--- src/rtl/u8esc_pkg.sv ---
// ----------------------------------------------------------------------------
// u8esc_pkg
// Shared types, constants and the UTF-8 encode function of the whitespace
// escape encoder.
// ----------------------------------------------------------------------------
`default_nettype none

package u8esc_pkg;

   // Action queue between the classifier and the byte emitter
   localparam int QueueDepth  = 4;
   localparam int QueuePtrW   = $clog2(QueueDepth);
   localparam int QueueCountW = $clog2(QueueDepth + 1);

   // Configuration port
   localparam int CsrAddrW = 5;
   localparam int CsrDataW = 32;

   // Register indexes, taken from paddr[4:2]
   localparam logic [2:0] REG_NEWLINE_MODE   = 3'd0;
   localparam logic [2:0] REG_ESCAPE_POINT   = 3'd1;
   localparam logic [2:0] REG_SPACE_POINT    = 3'd2;
   localparam logic [2:0] REG_TAB_POINT      = 3'd3;
   localparam logic [2:0] REG_LINEFEED_POINT = 3'd4;
   localparam logic [2:0] REG_RETURN_POINT   = 3'd5;

   localparam logic [20:0] ESCAPE_RESET   = 21'd9600;
   localparam logic [20:0] SPACE_RESET    = 21'd9601;
   localparam logic [20:0] TAB_RESET      = 21'd9602;
   localparam logic [20:0] LINEFEED_RESET = 21'd9603;
   localparam logic [20:0] RETURN_RESET   = 21'd9604;

   localparam logic [20:0] CP_SPACE    = 21'h20;
   localparam logic [20:0] CP_TAB      = 21'h09;
   localparam logic [20:0] CP_LINEFEED = 21'h0A;
   localparam logic [20:0] CP_RETURN   = 21'h0D;

   typedef logic [20:0]      point_type;
   typedef logic [3:0][7:0]  quad_type;

   typedef struct packed {
      logic      newline_mode;
      point_type escape_point;
      point_type space_point;
      point_type tab_point;
      point_type linefeed_point;
      point_type return_point;
   } cfg_type;

   // What the emitter has to do for one decoded unit
   typedef enum logic [1:0] {
      ACT_RAW    = 2'd0,   // pass the raw bytes
      ACT_POINT  = 2'd1,   // encode one code point
      ACT_ESCAPE = 2'd2    // encode the escape point, then the code point
   } act_kind_type;

   typedef struct packed {
      act_kind_type kind;
      point_type    point;
      quad_type     raw;
      logic [2:0]   raw_len;
      logic         fin;
   } act_type;

   typedef struct packed {
      quad_type   bytes;
      logic [2:0] len;
   } enc_type;

   // Shortest UTF-8 form of a 21-bit code point, first byte in bytes[0]
   function automatic enc_type utf8_encode(point_type cp);
      enc_type e;
      begin
         e = '0;
         if (cp <= 21'h7F) begin
            e.bytes[0] = cp[7:0];
            e.len      = 3'd1;
         end else if (cp <= 21'h7FF) begin
            e.bytes[0] = {3'b110, cp[10:6]};
            e.bytes[1] = {2'b10, cp[5:0]};
            e.len      = 3'd2;
         end else if (cp <= 21'hFFFF) begin
            e.bytes[0] = {4'b1110, cp[15:12]};
            e.bytes[1] = {2'b10, cp[11:6]};
            e.bytes[2] = {2'b10, cp[5:0]};
            e.len      = 3'd3;
         end else begin
            e.bytes[0] = {5'b11110, cp[20:18]};
            e.bytes[1] = {2'b10, cp[17:12]};
            e.bytes[2] = {2'b10, cp[11:6]};
            e.bytes[3] = {2'b10, cp[5:0]};
            e.len      = 3'd4;
         end
         return e;
      end
   endfunction

endpackage

`default_nettype wire

--- src/rtl/u8esc_front.sv ---
// ----------------------------------------------------------------------------
// u8esc_front
// Accepts source bytes, holds a partial UTF-8 sequence and classifies one
// decoded unit per cycle into an emitter action while the queue has room.
// ----------------------------------------------------------------------------
`default_nettype none

module u8esc_front (
   input  wire                    clock,
   input  wire                    reset,
   input  wire                    req_tvalid,
   output logic                   req_tready,
   input  wire  [7:0]             req_tdata,
   input  wire                    req_tlast,
   input  u8esc_pkg::cfg_type     cfg,
   output logic                   q_push,
   output u8esc_pkg::act_type     q_data,
   input  wire                    q_full
);
   import u8esc_pkg::*;

   quad_type   pend_ff, pend_in;
   logic [2:0] pend_cnt_ff, pend_cnt_in;
   logic       busy_ff, busy_in;
   logic       last_ff, last_in;

   logic [2:0] need;
   logic       bad_cont, short_seq, bad, hold_wait;
   logic [2:0] drop, rem;
   point_type  cp;
   logic       emit, advance, finish, accept;
   quad_type   shifted, base_bytes;
   logic [2:0] base_cnt;

   always_comb begin
      // Sequence length from the lead byte; zero marks a bad lead
      if (!pend_ff[0][7])                  need = 3'd1;
      else if (pend_ff[0][7:5] == 3'b110)  need = 3'd2;
      else if (pend_ff[0][7:4] == 4'b1110) need = 3'd3;
      else if (pend_ff[0][7:3] == 5'b11110) need = 3'd4;
      else                                 need = 3'd0;

      bad_cont = 1'b0;
      for (int i = 1; i < 4; i++) begin
         if ((3'(i) < need) && (3'(i) < pend_cnt_ff) && (pend_ff[i][7:6] != 2'b10))
            bad_cont = 1'b1;
      end

      short_seq = pend_cnt_ff < need;
      bad       = (need == 3'd0) || bad_cont || (short_seq && last_ff);
      hold_wait = !bad && short_seq;
      drop      = bad ? 3'd1 : need;
      rem       = pend_cnt_ff - drop;

      case (need)
         3'd1:    cp = {13'd0, pend_ff[0]};
         3'd2:    cp = {10'd0, pend_ff[0][4:0], pend_ff[1][5:0]};
         3'd3:    cp = {5'd0, pend_ff[0][3:0], pend_ff[1][5:0], pend_ff[2][5:0]};
         default: cp = {pend_ff[0][2:0], pend_ff[1][5:0], pend_ff[2][5:0], pend_ff[3][5:0]};
      endcase

      q_data.raw     = pend_ff;
      q_data.raw_len = drop;
      q_data.fin     = last_ff && (rem == 3'd0);
      q_data.point   = cp;
      q_data.kind    = ACT_POINT;
      if (bad) begin
         q_data.kind = ACT_RAW;
      end else if (cp == CP_SPACE) begin
         q_data.point = cfg.space_point;
      end else if (cp == CP_TAB) begin
         q_data.point = cfg.tab_point;
      end else if (cfg.newline_mode && (cp == CP_LINEFEED)) begin
         q_data.point = cfg.linefeed_point;
      end else if (cfg.newline_mode && (cp == CP_RETURN)) begin
         q_data.point = cfg.return_point;
      end else if ((cp >= cfg.escape_point) && (cp <= cfg.return_point)) begin
         q_data.kind = ACT_ESCAPE;
      end else begin
         q_data.kind = ACT_RAW;
      end

      emit    = busy_ff && !hold_wait;
      q_push  = emit && !q_full;
      advance = busy_ff && (hold_wait || !q_full);
      finish  = hold_wait || (rem == 3'd0);

      // A new byte may join in the cycle that settles the buffer
      req_tready = !busy_ff || (advance && finish);
      accept     = req_tvalid && req_tready;

      shifted = pend_ff >> {drop, 3'b000};
      if (advance) begin
         base_bytes = hold_wait ? pend_ff : shifted;
         base_cnt   = hold_wait ? pend_cnt_ff : rem;
      end else begin
         base_bytes = pend_ff;
         base_cnt   = pend_cnt_ff;
      end

      pend_in     = base_bytes;
      pend_cnt_in = base_cnt;
      busy_in     = busy_ff;
      last_in     = last_ff;
      if (accept) begin
         pend_in[base_cnt[1:0]] = req_tdata;
         pend_cnt_in            = base_cnt + 3'd1;
         busy_in                = 1'b1;
         last_in                = req_tlast;
      end else if (advance) begin
         busy_in = !finish;
      end
   end

   always_ff @(posedge clock) begin
      pend_ff <= pend_in;
      if (reset) begin
         pend_cnt_ff <= 3'd0;
         busy_ff     <= 1'b0;
         last_ff     <= 1'b0;
      end else begin
         pend_cnt_ff <= pend_cnt_in;
         busy_ff     <= busy_in;
         last_ff     <= last_in;
      end
   end

endmodule

`default_nettype wire

--- src/rtl/u8esc_queue.sv ---
// ----------------------------------------------------------------------------
// u8esc_queue
// Short first-in first-out queue of actions between classifier and emitter.
// ----------------------------------------------------------------------------
`default_nettype none

module u8esc_queue (
   input  wire                    clock,
   input  wire                    reset,
   input  wire                    push,
   input  u8esc_pkg::act_type     push_data,
   output logic                   full,
   input  wire                    pop,
   output u8esc_pkg::act_type     head,
   output logic                   empty
);
   import u8esc_pkg::*;

   act_type                entry_ff [QueueDepth];
   logic [QueuePtrW-1:0]   wr_ptr_ff, rd_ptr_ff;
   logic [QueueCountW-1:0] count_ff, count_in;
   logic                   do_push, do_pop;

   always_comb begin
      full     = count_ff == QueueCountW'(QueueDepth);
      empty    = count_ff == '0;
      head     = entry_ff[rd_ptr_ff];
      do_push  = push && !full;
      do_pop   = pop && !empty;
      count_in = count_ff + QueueCountW'(do_push) - QueueCountW'(do_pop);
   end

   always_ff @(posedge clock) begin
      if (do_push) entry_ff[wr_ptr_ff] <= push_data;
      if (reset) begin
         wr_ptr_ff <= '0;
         rd_ptr_ff <= '0;
         count_ff  <= '0;
      end else begin
         if (do_push) wr_ptr_ff <= wr_ptr_ff + QueuePtrW'(1);
         if (do_pop)  rd_ptr_ff <= rd_ptr_ff + QueuePtrW'(1);
         count_ff <= count_in;
      end
   end

endmodule

`default_nettype wire

--- src/rtl/u8esc_back.sv ---
// ----------------------------------------------------------------------------
// u8esc_back
// Expands queued actions into output bytes, one byte per cycle while the
// output is not stalled, through an output register.
// ----------------------------------------------------------------------------
`default_nettype none

module u8esc_back (
   input  wire                    clock,
   input  wire                    reset,
   input  u8esc_pkg::point_type   escape_point,
   input  u8esc_pkg::act_type     q_head,
   input  wire                    q_empty,
   output logic                   q_pop,
   output logic                   rsp_tvalid,
   input  wire                    rsp_tready,
   output logic [7:0]             rsp_tdata,
   output logic                   rsp_tlast
);
   import u8esc_pkg::*;

   // Segment being sent, and the code point that follows an escape
   logic       seg_valid_ff, seg_valid_in;
   quad_type   seg_bytes_ff, seg_bytes_in;
   logic [2:0] seg_len_ff, seg_len_in;
   logic [1:0] seg_idx_ff, seg_idx_in;
   logic       seg_fin_ff, seg_fin_in;
   logic       second_valid_ff, second_valid_in;
   point_type  second_point_ff, second_point_in;
   logic       second_fin_ff, second_fin_in;

   logic       rsp_valid_ff, rsp_valid_in;
   logic [7:0] rsp_data_ff, rsp_data_in;
   logic       rsp_last_ff, rsp_last_in;

   logic       out_free, emit, seg_done, need_load;
   enc_type    enc_second, enc_head;

   always_comb begin
      out_free  = !rsp_valid_ff || rsp_tready;
      emit      = seg_valid_ff && out_free;
      seg_done  = ({1'b0, seg_idx_ff} + 3'd1) == seg_len_ff;
      need_load = !seg_valid_ff || (emit && seg_done && !second_valid_ff);
      q_pop     = need_load && !q_empty;

      enc_second = utf8_encode(second_point_ff);
      enc_head   = utf8_encode(q_head.kind == ACT_ESCAPE ? escape_point : q_head.point);

      rsp_valid_in = rsp_valid_ff;
      rsp_data_in  = rsp_data_ff;
      rsp_last_in  = rsp_last_ff;
      if (emit) begin
         rsp_valid_in = 1'b1;
         rsp_data_in  = seg_bytes_ff[seg_idx_ff];
         rsp_last_in  = seg_fin_ff && seg_done;
      end else if (out_free) begin
         rsp_valid_in = 1'b0;
      end

      seg_valid_in    = seg_valid_ff;
      seg_bytes_in    = seg_bytes_ff;
      seg_len_in      = seg_len_ff;
      seg_idx_in      = seg_idx_ff;
      seg_fin_in      = seg_fin_ff;
      second_valid_in = second_valid_ff;
      second_point_in = second_point_ff;
      second_fin_in   = second_fin_ff;

      if (emit && !seg_done) begin
         seg_idx_in = seg_idx_ff + 2'd1;
      end else if (emit && seg_done && second_valid_ff) begin
         seg_bytes_in    = enc_second.bytes;
         seg_len_in      = enc_second.len;
         seg_idx_in      = 2'd0;
         seg_fin_in      = second_fin_ff;
         second_valid_in = 1'b0;
      end else if (need_load) begin
         seg_valid_in = q_pop;
         seg_idx_in   = 2'd0;
         seg_fin_in   = q_head.fin;
         case (q_head.kind)
            ACT_RAW: begin
               seg_bytes_in = q_head.raw;
               seg_len_in   = q_head.raw_len;
            end
            ACT_ESCAPE: begin
               seg_bytes_in    = enc_head.bytes;
               seg_len_in      = enc_head.len;
               seg_fin_in      = 1'b0;
               second_valid_in = q_pop;
               second_point_in = q_head.point;
               second_fin_in   = q_head.fin;
            end
            default: begin
               seg_bytes_in = enc_head.bytes;
               seg_len_in   = enc_head.len;
            end
         endcase
      end

      rsp_tvalid = rsp_valid_ff;
      rsp_tdata  = rsp_data_ff;
      rsp_tlast  = rsp_last_ff;
   end

   always_ff @(posedge clock) begin
      seg_bytes_ff    <= seg_bytes_in;
      seg_len_ff      <= seg_len_in;
      seg_idx_ff      <= seg_idx_in;
      seg_fin_ff      <= seg_fin_in;
      second_point_ff <= second_point_in;
      second_fin_ff   <= second_fin_in;
      rsp_data_ff     <= rsp_data_in;
      rsp_last_ff     <= rsp_last_in;
      if (reset) begin
         seg_valid_ff    <= 1'b0;
         second_valid_ff <= 1'b0;
         rsp_valid_ff    <= 1'b0;
      end else begin
         seg_valid_ff    <= seg_valid_in;
         second_valid_ff <= second_valid_in;
         rsp_valid_ff    <= rsp_valid_in;
      end
   end

endmodule

`default_nettype wire

--- src/rtl/utf8_whitespace_escape_encoder_core.sv ---
// ----------------------------------------------------------------------------
// utf8_whitespace_escape_encoder_core
// Rewrites a UTF-8 byte stream, replacing spaces, tabs and, in newline mode,
// line feeds and returns with meta code points; meta-range points are escaped.
//
//   Channel   Direction  Handshake             Payload
//   req_*     in         tvalid/tready         tdata = in_byte, tlast = in_final
//   rsp_*     out        tvalid/tready         tdata = out_byte, tlast = out_final
//   csr_*     in         psel/penable/pready   six registers at 4*index
//
// An input item is taken every cycle while its bytes decode in one step and
// the action queue has room; an item ending an invalid sequence holds the
// input until the classifier has decoded each unit left in its buffer. The
// emitter sends one output byte per cycle unless stalled, so an item that
// expands to n bytes holds the output until all n are sent; a four-entry
// action queue lets the input run ahead. Reset is synchronous; no clearing.
// ----------------------------------------------------------------------------
`default_nettype none

module utf8_whitespace_escape_encoder_core (
   input  wire                              clock,
   input  wire                              reset,
   input  wire                              req_tvalid,
   output logic                             req_tready,
   input  wire  [7:0]                       req_tdata,   // [7:0] in_byte
   input  wire                              req_tlast,   // in_final
   output logic                             rsp_tvalid,
   input  wire                              rsp_tready,
   output logic [7:0]                       rsp_tdata,   // [7:0] out_byte
   output logic                             rsp_tlast,   // out_final
   input  wire                              csr_psel,
   input  wire                              csr_penable,
   input  wire                              csr_pwrite,
   input  wire  [u8esc_pkg::CsrAddrW-1:0]   csr_paddr,
   input  wire  [u8esc_pkg::CsrDataW-1:0]   csr_pwdata,
   output logic [u8esc_pkg::CsrDataW-1:0]   csr_prdata,
   output logic                             csr_pready
);
   import u8esc_pkg::*;

   cfg_type    cfg_ff, cfg_in;
   logic [2:0] reg_index;
   logic       csr_write;

   act_type    q_in, q_head;
   logic       q_push, q_full, q_pop, q_empty;

   always_comb begin
      csr_pready = 1'b1;
      reg_index  = csr_paddr[CsrAddrW-1:2];
      csr_write  = csr_psel && csr_penable && csr_pwrite && csr_pready;

      cfg_in = cfg_ff;
      if (csr_write) begin
         case (reg_index)
            REG_NEWLINE_MODE:   cfg_in.newline_mode   = csr_pwdata[0];
            REG_ESCAPE_POINT:   cfg_in.escape_point   = csr_pwdata[20:0];
            REG_SPACE_POINT:    cfg_in.space_point    = csr_pwdata[20:0];
            REG_TAB_POINT:      cfg_in.tab_point      = csr_pwdata[20:0];
            REG_LINEFEED_POINT: cfg_in.linefeed_point = csr_pwdata[20:0];
            REG_RETURN_POINT:   cfg_in.return_point   = csr_pwdata[20:0];
            default:            cfg_in = cfg_ff;
         endcase
      end

      case (reg_index)
         REG_NEWLINE_MODE:   csr_prdata = {31'd0, cfg_ff.newline_mode};
         REG_ESCAPE_POINT:   csr_prdata = {11'd0, cfg_ff.escape_point};
         REG_SPACE_POINT:    csr_prdata = {11'd0, cfg_ff.space_point};
         REG_TAB_POINT:      csr_prdata = {11'd0, cfg_ff.tab_point};
         REG_LINEFEED_POINT: csr_prdata = {11'd0, cfg_ff.linefeed_point};
         REG_RETURN_POINT:   csr_prdata = {11'd0, cfg_ff.return_point};
         default:            csr_prdata = '0;
      endcase
   end

   always_ff @(posedge clock) begin
      if (reset) begin
         cfg_ff.newline_mode   <= 1'b0;
         cfg_ff.escape_point   <= ESCAPE_RESET;
         cfg_ff.space_point    <= SPACE_RESET;
         cfg_ff.tab_point      <= TAB_RESET;
         cfg_ff.linefeed_point <= LINEFEED_RESET;
         cfg_ff.return_point   <= RETURN_RESET;
      end else begin
         cfg_ff <= cfg_in;
      end
   end

   u8esc_front u_front (
      .clock      (clock),
      .reset      (reset),
      .req_tvalid (req_tvalid),
      .req_tready (req_tready),
      .req_tdata  (req_tdata),
      .req_tlast  (req_tlast),
      .cfg        (cfg_ff),
      .q_push     (q_push),
      .q_data     (q_in),
      .q_full     (q_full)
   );

   u8esc_queue u_queue (
      .clock     (clock),
      .reset     (reset),
      .push      (q_push),
      .push_data (q_in),
      .full      (q_full),
      .pop       (q_pop),
      .head      (q_head),
      .empty     (q_empty)
   );

   u8esc_back u_back (
      .clock        (clock),
      .reset        (reset),
      .escape_point (cfg_ff.escape_point),
      .q_head       (q_head),
      .q_empty      (q_empty),
      .q_pop        (q_pop),
      .rsp_tvalid   (rsp_tvalid),
      .rsp_tready   (rsp_tready),
      .rsp_tdata    (rsp_tdata),
      .rsp_tlast    (rsp_tlast)
   );

endmodule

`default_nettype wire

--- config.mk ---
export PLATFORM = sky130hd
export DESIGN_NAME = utf8_whitespace_escape_encoder_core
export DESIGN_NICKNAME = d
export VERILOG_FILES = /design/src/rtl/u8esc_pkg.sv /design/src/rtl/u8esc_front.sv /design/src/rtl/u8esc_queue.sv /design/src/rtl/u8esc_back.sv /design/src/rtl/utf8_whitespace_escape_encoder_core.sv
export SDC_FILE = /design/constraint.sdc
export NUM_CORES = 1
export LEC_CHECK = 0
export ABC_CLOCK_PERIOD_IN_PS = 6500
export BUFFER_PORTS_ARGS = -buffer_cell sky130_fd_sc_hd__buf_2
export CAP_MARGIN = 20
export CORE_ASPECT_RATIO = 1.4
export CORE_UTILIZATION = 40
export DETAILED_ROUTE_END_ITERATION = 16
export GPL_TIMING_DRIVEN = 0
export PLACE_DENSITY = 0.52
export RECOVER_POWER = 100
export SLEW_MARGIN = 30
export SYNTH_ARGS = -nofsm -noshare
export SYNTH_HDL_FRONTEND = slang
export SYNTH_SLANG_ARGS = --single-unit
--- constraint.sdc ---
create_clock -name clock -period 6.5 [get_ports clock]
set_input_delay 0 -clock clock [delete_from_list [all_inputs] [get_ports clock]]
set_output_delay 0 -clock clock [all_outputs]
set_load 0.02 [all_outputs]
# After elaboration in Yosys (flattened, before gate mapping)
# Memory sizes are Yosys's and may differ from the RTL's. A register that Yosys moved wholly into a read port is not among the register bits.
# Index checks and enable logic that the tools add are counted.
dict set report op_classes {
  n_mux 68
  magnitude_cmp 18
  n_shift 1
  bitwise 2
  n_reduce_logical 66
  eq_ne 21
  add_sub_neg 8
}
# cell n
set op_table {}
lappend op_table {{2-to-1 mux 32 bit} 6}
lappend op_table {{2-to-1 mux 21 bit} 6}
lappend op_table {{one-hot mux 21 bit (6 select lines)} 1}
lappend op_table {{equality test 21 x 4 -> 1 bit, second input constant} 3}
lappend op_table {{one-hot mux 21 bit (3 select lines)} 1}
lappend op_table {{2-to-1 mux 25 bit} 2}
lappend op_table {{2-to-1 mux 24 bit} 2}
lappend op_table {{less-or-equal comparator 21 x 11 -> 1 bit, second input constant} 2}
lappend op_table {{less-or-equal comparator 21 x 16 -> 1 bit, second input constant} 2}
lappend op_table {{less-or-equal comparator 21 x 7 -> 1 bit, second input constant} 2}
lappend op_table {{2-to-1 mux 19 bit} 2}
lappend op_table {{2-to-1 mux 3 bit} 11}
lappend op_table {{bitwise mux 32 bit} 1}
lappend op_table {{2-to-1 mux 16 bit} 2}
lappend op_table {{2-to-1 mux 8 bit} 4}
lappend op_table {{>> shifter 32 x 6 -> 32 bit} 1}
lappend op_table {{logical AND 1 bit} 29}
lappend op_table {{2-to-1 mux 11 bit} 2}
lappend op_table {{2-to-1 mux 2 bit} 11}
lappend op_table {{equality test 21 x 6 -> 1 bit, second input constant} 1}
lappend op_table {{greater-or-equal comparator 21 bit} 1}
lappend op_table {{less-or-equal comparator 21 bit} 1}
lappend op_table {{binary-select mux 8 bit (select 2 bit)} 1}
lappend op_table {{demux 8 bit (select 2 bit)} 1}
lappend op_table {{30 further kinds} 89}
dict set report word_totals {
  elab_cells 215
  regBits 222
  out_inout_bits 44
  ramBits 236
  memories 1
}
# memory depth word_bits rd rd_clocked_by_memory_dff write_ports line
set memory_table {}
lappend memory_table {u_queue.entry_ff 4 59 1 1 1 u8esc_queue.sv:19} ;# act_type entry_ff [QueueDepth];

# Logic depth before layout (Yosys ltp)
# Gate-level depths: netlist of the first run.
dict set report depth {
  ltp_word 24
  ltp_mapped 21
  ltp_nobuf 17
}

# Cells and area by module
# From an unflattened synthesis of the first run, not the netlist that was laid out.
dict set report unflattened {
  hier_cells 1890
  hier_area_um2 23223.5
}
# mod cells_each seq_area_each_um2 n_inst area_per_inst_um2
set by_module_without_submodules {}
lappend by_module_without_submodules {u8esc_queue 360 7267.0 1 8993.6}
lappend by_module_without_submodules {utf8_whitespace_escape_encoder_core 496 2122.0 1 5083.6}
lappend by_module_without_submodules {u8esc_front 653 740.7 1 4857.2}
lappend by_module_without_submodules {u8esc_back 381 2132.0 1 4289.1}

# Worst setup path before layout of the first run
# No wires, ideal clock.
dict set report synth_timing {
  path_type {flip-flop to flip-flop}
  from {register u_front.pend_ff (netlist bit u_front.q_data[10])}
  to {register u_front.pend_ff (netlist bit u_front.q_data[10])}
  synth_period_minus_slack_ns 4.568
  path_stages_with_launch 22
  required_time_ns 6.379
  t_arrival_ns 4.447
  slack_ns 1.932
  n_path_buf 5
  cell_sequence {dfxtp_1 > buf_2 > buf_6 > nand2_1 > or3_1 > clkbuf_1 > ha_1 > and3_1 > a221oi_2 > and2_1 > buf_2 > or3_1 > buf_2 > ha_1 > inv_1 > fa_1 > mux2_2 > inv_1 > ha_1 > nand2_1 > nor2_4 > mux2_2}
}
# item line
set synth_lines {}
lappend synth_lines {{start, declared} u8esc_front.sv:22} ;# quad_type pend_ff, pend_in;
lappend synth_lines {{start signal, assigned} u8esc_front.sv:116} ;# pend_ff <= pend_in;

==> out/metrics.yaml, run 1 <==
io_buffer_count: 68
cp.arrival_ns: 6.64
finalSetupTns_ns: 0
fin_util_pct: 46.2
initial_core_util_pct: 40.5
post-synth-top-area-cell: "edfxtp_1"
critPathRequiredTime_ns: 7.05
synth_commonest_cells: "nand2_1 (320), edfxtp_1 (305), dfxtp_1 (155)"
hold_viol_final: 0
maxSlewHeadroom_pct: -26.5
p_leak_nw: 8.96
async_flop_share_pct: 0
synth.avg_cell_area_um2: 11.4
synth_edf_count: 305
clk_latency_ns: 0.61
violations: "capacitance limit, slew limit"
grt_pass1_wl_um: 110000
synth_top_area_share_pct: 41.0
hold_path_startpoint: "csr_pwrite"
vias: 16700
via_per_inst: 5.77
first_global_vias: 16600
drc: 0
ys_seq_area_share_pct: 54.8
slowest_stage: "nor2_1"
slew_viol_final: 120
crit_path_end_kind: "flip-flop"
dieArea_um2: 56900
synth_area_um2: 22400
fillers: 5217
gp_congestion: 0.998
core_um2: 55300
reg2reg_depth: 22
area_growth_pct: 14.1
cts_tree: "built"
synth.distinct_cells: 100
seqCellArea_um2: 12300
path_cells: "clkbuf_4 > buf_6 > nand2_1 > or3_1 > clkbuf_1 > ha_1 > and3_1 > a221oi_2 > and2_0 > buf_2 > or3_1 > clkbuf_4 > ha_1 > inv_1 > fa_1 > mux2_2 > inv_1 > ha_1 > nand2_1 > nor2_1 > mux2i_1 > dlygate4sd3_1"
crit_top_cell: "ha_1"
avgRoutedWirePerCell_um: 25.9
placed_cell_area_um2: 23800
first_pass_iters: 8
cap_violations: 5
setup_violations: 0
critPathMaxFanout: 13
ys.flop_type: "edfxtp_1"
cts_max_path_buffers: 3
fmax_mhz: 164
clk_pin_slew_ns: 0.06
power_density_nw_per_um2: 472
peakVddDrop_uv: 210
finalWorstPathRequiredPeriod_ns: 6.09
start_kind: "flip-flop"
ys_ff_latch: 460
worstMarginPinSlew_ns: 1.90
die_w_um: 202
crit_family: "simple AND/OR/NAND/NOR gates"
antenna_found_initial: 1
clockRootBuffer: "clkbuf_16"
drive_gt1_share_pct: 12.4
grt.overflow.total: 0
ant_nets: 0
rsz0062_at_grt: "false"
path_buf_inv: 8
hold_depth: 5
r2r-end: "u_front.q_data[16]$_DFF_P_"
die_h_um: 282
numCtsBuffers: 46
hp-class: "in2reg"
stdcell_area_um2: 25500
grt_max_degree: 38
synthMostInstantiatedCell: "nand2_1"
clock_sinks: 460
htreeDepth: 2
synth.area.top_cells: "edfxtp_1 (41%), dfxtp_1 (14%), mux4_2 (6.7%)"
r2r_setup_slack_ns: 0.41
rows: 102
syn_inst: 1953
grt.total_usage_pct: 26.4
skew_ns: 0.0329
period_share_pct: 93.7
critPathMaxStageDelay_ns: 0.79
yosys_warnings: 0
wirelength_um: 74800
dp_hpwl_um: 56900
fin_nets: 2238
pin_count: 97
crit_type: "reg2reg"
multi_input_area_um2: 9110
holdPathEnd: "cfg_ff[105]$_SDFFE_PP0P_"
rr_startpoint: "u_front.q_data[10]$_DFF_P_"
drt-initial-drc-count: 1375
status: "finished, violations left"
fin_total_pwr_mw: 12.1
-- cells by family (layout without fill, tap and decap cells) --
| family | Yosys count | in the layout | synth area share (%) |
|---|---|---|---|
| buffers and inverters | 231 | 432 | 4.53 |
| adders and majority gates | 59 | 59 | 3.37 |
| DFF | 460 | 460 | 54.8 |
| xor gates and xnor gates | 9 | 9 | 0.353 |
| AOI/OAI and AO/OA | 454 | 454 | 14.1 |
| other | 2 | 13 | 0.0336 |
| and+or+nand+nor | 589 | 589 | 12.4 |
| muxes | 149 | 149 | 10.5 |
-- flip-flops by register name, indices dropped and copies added (netlist names), 2 cells and up, named ones only --
signal and cells:
u_back.seg_idx_ff 2, u_back.rsp_tdata 8, u_queue.count_ff 3, u_front.pend_cnt_ff 3
u_back.seg_bytes_ff 32, u_queue.entry_ff 236, u_back.seg_len_ff 3, u_back.second_point_ff 21
u_front.q_data 32, u_queue.wr_ptr_ff 2, u_queue.rd_ptr_ff 2, cfg_ff 106
-- metal layers --
layer | global-route usage [%] | wire [µm]
met5 | 0 | 0
met3 | 2.82 | 3010
met4 | 13.6 | 4180
met1 | 30.3 | 29000
met2 | 48.4 | 38600
-- cells in the final DEF, fill, tap and decap left out, types with 60 or more instances in the layout --
| cell type | synthesis | routed |
|---|---|---|
| o21ai_0 | 69 | 69 |
| nand2_1 | 320 | 320 |
| inv_1 | 103 | 104 |
| mux4_2 | 67 | 67 |
| nor2_1 | 82 | 85 |
| clkbuf_1 | 65 | 121 |
| dfxtp_1 | 155 | 153 |
| mux2i_1 | 76 | 77 |
| edfxtp_1 | 305 | 305 |
| a21oi_1 | 129 | 129 |
| buf_2 | 34 | 60 |
-- final cells by class --
type	count	share of cell area, %
sequential	460	48.1
buffer	125	2.27
inverter	106	1.56
timing repair buffer	115	2.94
antenna	1	0.00981
clock inverter	24	0.740
tap	728	3.57
clock buffer	62	5.15
multi-input combinational	1272	35.7
-- power breakdown --
group,internal (mW),switching [mW]
sequential,4.10,0.523
clock,1.45,1.21
combinational,1.73,3.05
total,7.27,4.79
-- worst reg2reg max path, stage by stage, from the launching register on --
cell           delay (ns)
dfxtp_2              0.40
clkbuf_4             0.22
buf_6                0.14
nand2_1              0.16
or3_1                0.34
clkbuf_1             0.16
ha_1                 0.33
and3_1               0.20
a221oi_2             0.37
and2_0               0.17
buf_2                0.20
or3_1                0.13
clkbuf_4             0.28
ha_1                 0.21
inv_1                0.05
fa_1                 0.45
mux2_2               0.32
inv_1                0.09
ha_1                 0.14
nand2_1              0.05
nor2_1               0.79
mux2i_1              0.26
dlygate4sd3_1        0.55
-- how the worst max path moves through the flow --
stage	start	to	slack (ns)	cells past startpoint
global route	u_front.q_data[9]$_DFF_P_	u_front.q_data[16]$_DFF_P_	0.05	21
finish	u_front.q_data[10]$_DFF_P_	u_front.q_data[16]$_DFF_P_	0.41	22
global placement	u_front.q_data[10]$_DFF_P_	u_queue.entry_ff[1][54]$_DFFE_PP_	0.46	13
floorplan	u_front.q_data[10]$_DFF_P_	u_front.q_data[10]$_DFF_P_	1.93	21
CTS	u_front.q_data[10]$_DFF_P_	u_front.last_ff$_SDFFE_PP0N_	0.05	23
detailed placement	u_front.q_data[10]$_DFF_P_	u_front.q_data[30]$_DFF_P_	0.99	21
-- per-stage QoR --
stage | cells | hold slack [ns] | worst slack [ns]
2_1_floorplan | 1963 | 0.124 | 1.93
3_3_place_gp | 2759 | 0.265 | 0.460
3_5_place_dp | 2764 | 0.268 | 0.989
4_1_cts | 2891 | 0.00585 | 0.0542
5_1_grt | 2892 | 0.0576 | 0.0474
6_report | 2893 | 0.0259 | 0.412
-- what timing repair did --
item,CTS,global route
hold buffers,41,0
setup endpoints to repair,0,1
buffers inserted,0,1
endpoints found under the hold margin,146,0
resized for setup,0,6
No activity file was read; power rests on OpenSTA's default activity.
==> run 2, diff against run 1 <==
==> constraint.sdc (replaced) <==
create_clock -name clock -period 6.5 [get_ports clock]
set_input_delay 0.975 -clock clock [delete_from_list [all_inputs] [get_ports clock]]
set_output_delay 0.975 -clock clock [all_outputs]
set_load 0.02 [all_outputs]
==> out/metrics.yaml, run 2 (synthesis results as in run 1) <==
instances_no_fill: 2850
clock_sinks: 460
status: "finished, violations left"
placed_cells: 2764
cp.arrival_ns: 5.16
vias: 16500
clk_pin_slew_ns: 0.07
wirelength_um: 74500
finalWorstPathRequiredPeriod_ns: 6.13
peakVddDrop_uv: 207
gp_congestion: 0.998
skew_ns: 0.0312
finalSetupTns_ns: 0
dp_hpwl_um: 56900
via_per_inst: 5.78
clk_latency_ns: 0.61
critPathMaxFanout: 13
fin_total_pwr_mw: 12.0
final_cell_mix: "nand2_1 (320), edfxtp_1 (305), dfxtp_1 (151)"
drt-initial-drc-count: 1305
cts_tree: "built"
hp-class: "reg2reg"
hold_depth: 2
hold_viol_final: 0
crit_path_end_kind: "primary output"
pin_count: 97
cap_violations: 1
rsz0062_at_grt: "false"
drc: 0
ctsHoldBuffers: 0
setup_violations: 0
setup_slack_ns: 0.368
holdPathEnd: "cfg_ff[30]$_SDFFE_PP0P_"
area_growth_pct: 12.4
worstMarginPinSlew_ns: 1.88
die_h_um: 282
die_w_um: 202
critPathRequiredTime_ns: 5.52
start_kind: "flip-flop"
avgRoutedWirePerCell_um: 26.2
crit_type: "reg2out"
htreeDepth: 2
r2r-end: "u_queue.entry_ff[3][58]$_DFFE_PP_"
largest_register: "u_queue.entry_ff"
maxSlewHeadroom_pct: -26.1
path_cells: "clkbuf_4 > nand2_1 > or3_1 > ha_1 > and3_1 > a221oi_4 > and2_0 > clkbuf_4 > or3_1 > buf_6 > ha_1 > inv_1 > fa_1 > xnor2_1 > nand3b_1 > a41oi_4 > buf_6 > inv_1 > clkbuf_2"
fin_nets: 2195
slowest_stage: "or3_1"
initial_core_util_pct: 40.5
clockRootBuffer: "clkbuf_16"
grt_pass1_wl_um: 109000
pre_cts_slack_ns: 0.279
grt_max_degree: 38
slew_viol_final: 24
first_global_vias: 16500
reg2reg_depth: 12
rr_startpoint: "u_front.q_data[11]$_DFF_P_"
fillers: 5232
drive_gt1_share_pct: 12.6
reg.largest.list: "u_queue.entry_ff (236), cfg_ff (106)"
hold_path_startpoint: "cfg_ff[30]$_SDFFE_PP0P_"
ant_nets: 0
r2r_setup_slack_ns: 0.37
layout_commonest_cell: "nand2_1"
antenna_found_initial: 1
io_buffer_count: 68
fmax_mhz: 163
cts_max_path_buffers: 3
p_leak_nw: 8.80
numCtsBuffers: 46
violations: "capacitance limit, slew limit"
power_density_nw_per_um2: 479
dieArea_um2: 56900
critPathMaxStageDelay_ns: 0.45
grt.total_usage_pct: 26.3
period_share_pct: 94.3
largest_reg_flops: 236
rows: 102
core_um2: 55300
grt.overflow.total: 0
first_pass_iters: 7
[run 2: changes by cell type in the layout (fill, tap and decap cells not counted), moves of 2 or more]
cell | before | now
and2_0 | 9 | 5
buf_6 | 1 | 3
clkbuf_1 | 121 | 118
dlygate4sd3_1 | 41 | 0
dfxtp_4 | 0 | 2
dfxtp_1 | 153 | 151
buf_2 | 60 | 58
and2_1 | 6 | 10
[run 2: layout make-up]
cell class | count | area (µm²) | share of cell area, %
Antenna cell | 1 | 2.50 | 0.00996
Buffer | 123 | 578 | 2.30
Clock buffer | 62 | 1320 | 5.23
Clock inverter | 24 | 189 | 0.752
Inverter | 106 | 398 | 1.58
Multi-Input combinational cell | 1272 | 9120 | 36.3
Sequential cell | 460 | 12300 | 48.8
Tap cell | 728 | 911 | 3.62
Timing Repair Buffer | 74 | 347 | 1.38
[run 2: routing by layer]
| metal | share of wire [%] | track usage, % |
|---|---|---|
| met5 | 0 | 0 |
| met4 | 5.8 | 13.6 |
| met3 | 4.0 | 2.81 |
| met2 | 52 | 48.3 |
| met1 | 39 | 30.2 |
[run 2: worst max-delay path: cells and delay by family (launching register included)]
family,cells,cell delay (ns)
simple gates,6,1.37
buf+inv,7,1.02
compound gates,2,0.63
flops,1,0.41
fa+ha+maj,3,0.95
xor+xnor,1,0.16
[run 2: through the flow]
step | hold slack (ns) | cell area (µm²) | util, %
2_1_floorplan | 0.446 | 22400 | -
3_3_place_gp | 0.460 | 23700 | 42.8
3_5_place_dp | 0.468 | 23800 | 43.1
4_1_cts | 0.477 | 25400 | 45.9
5_1_grt | 0.500 | 25100 | 45.5
6_report | 0.474 | 25100 | 45.5
[run 2: worst max-delay path by stage]
| stage | startpoint | endpoint | cells past startpoint |
|---|---|---|---|
| 5_1_grt | u_front.q_data[11]$_DFF_P_ | u_queue.entry_ff[0][54]$_DFFE_PP_ | 12 |
| 3_3_place_gp | u_front.q_data[10]$_DFF_P_ | req_tready | 19 |
| 4_1_cts | u_front.q_data[10]$_DFF_P_ | req_tready | 21 |
| 2_1_floorplan | u_front.q_data[10]$_DFF_P_ | req_tready | 20 |
| 3_5_place_dp | u_front.q_data[10]$_DFF_P_ | req_tready | 21 |
| 6_report | u_front.q_data[11]$_DFF_P_ | req_tready | 19 |
[run 2: repair_timing]
item,CTS,global route
setup buffers,1,0
setup endpoints to repair,1,1
pin swaps,1,0
gates resized for setup,7,9
[run 2: where the power goes]
group	switching [mW]	internal [mW]	total, mW
sequential	0.530	4.10	4.63
combinational	3.05	1.70	4.75
clock	1.21	1.45	2.66
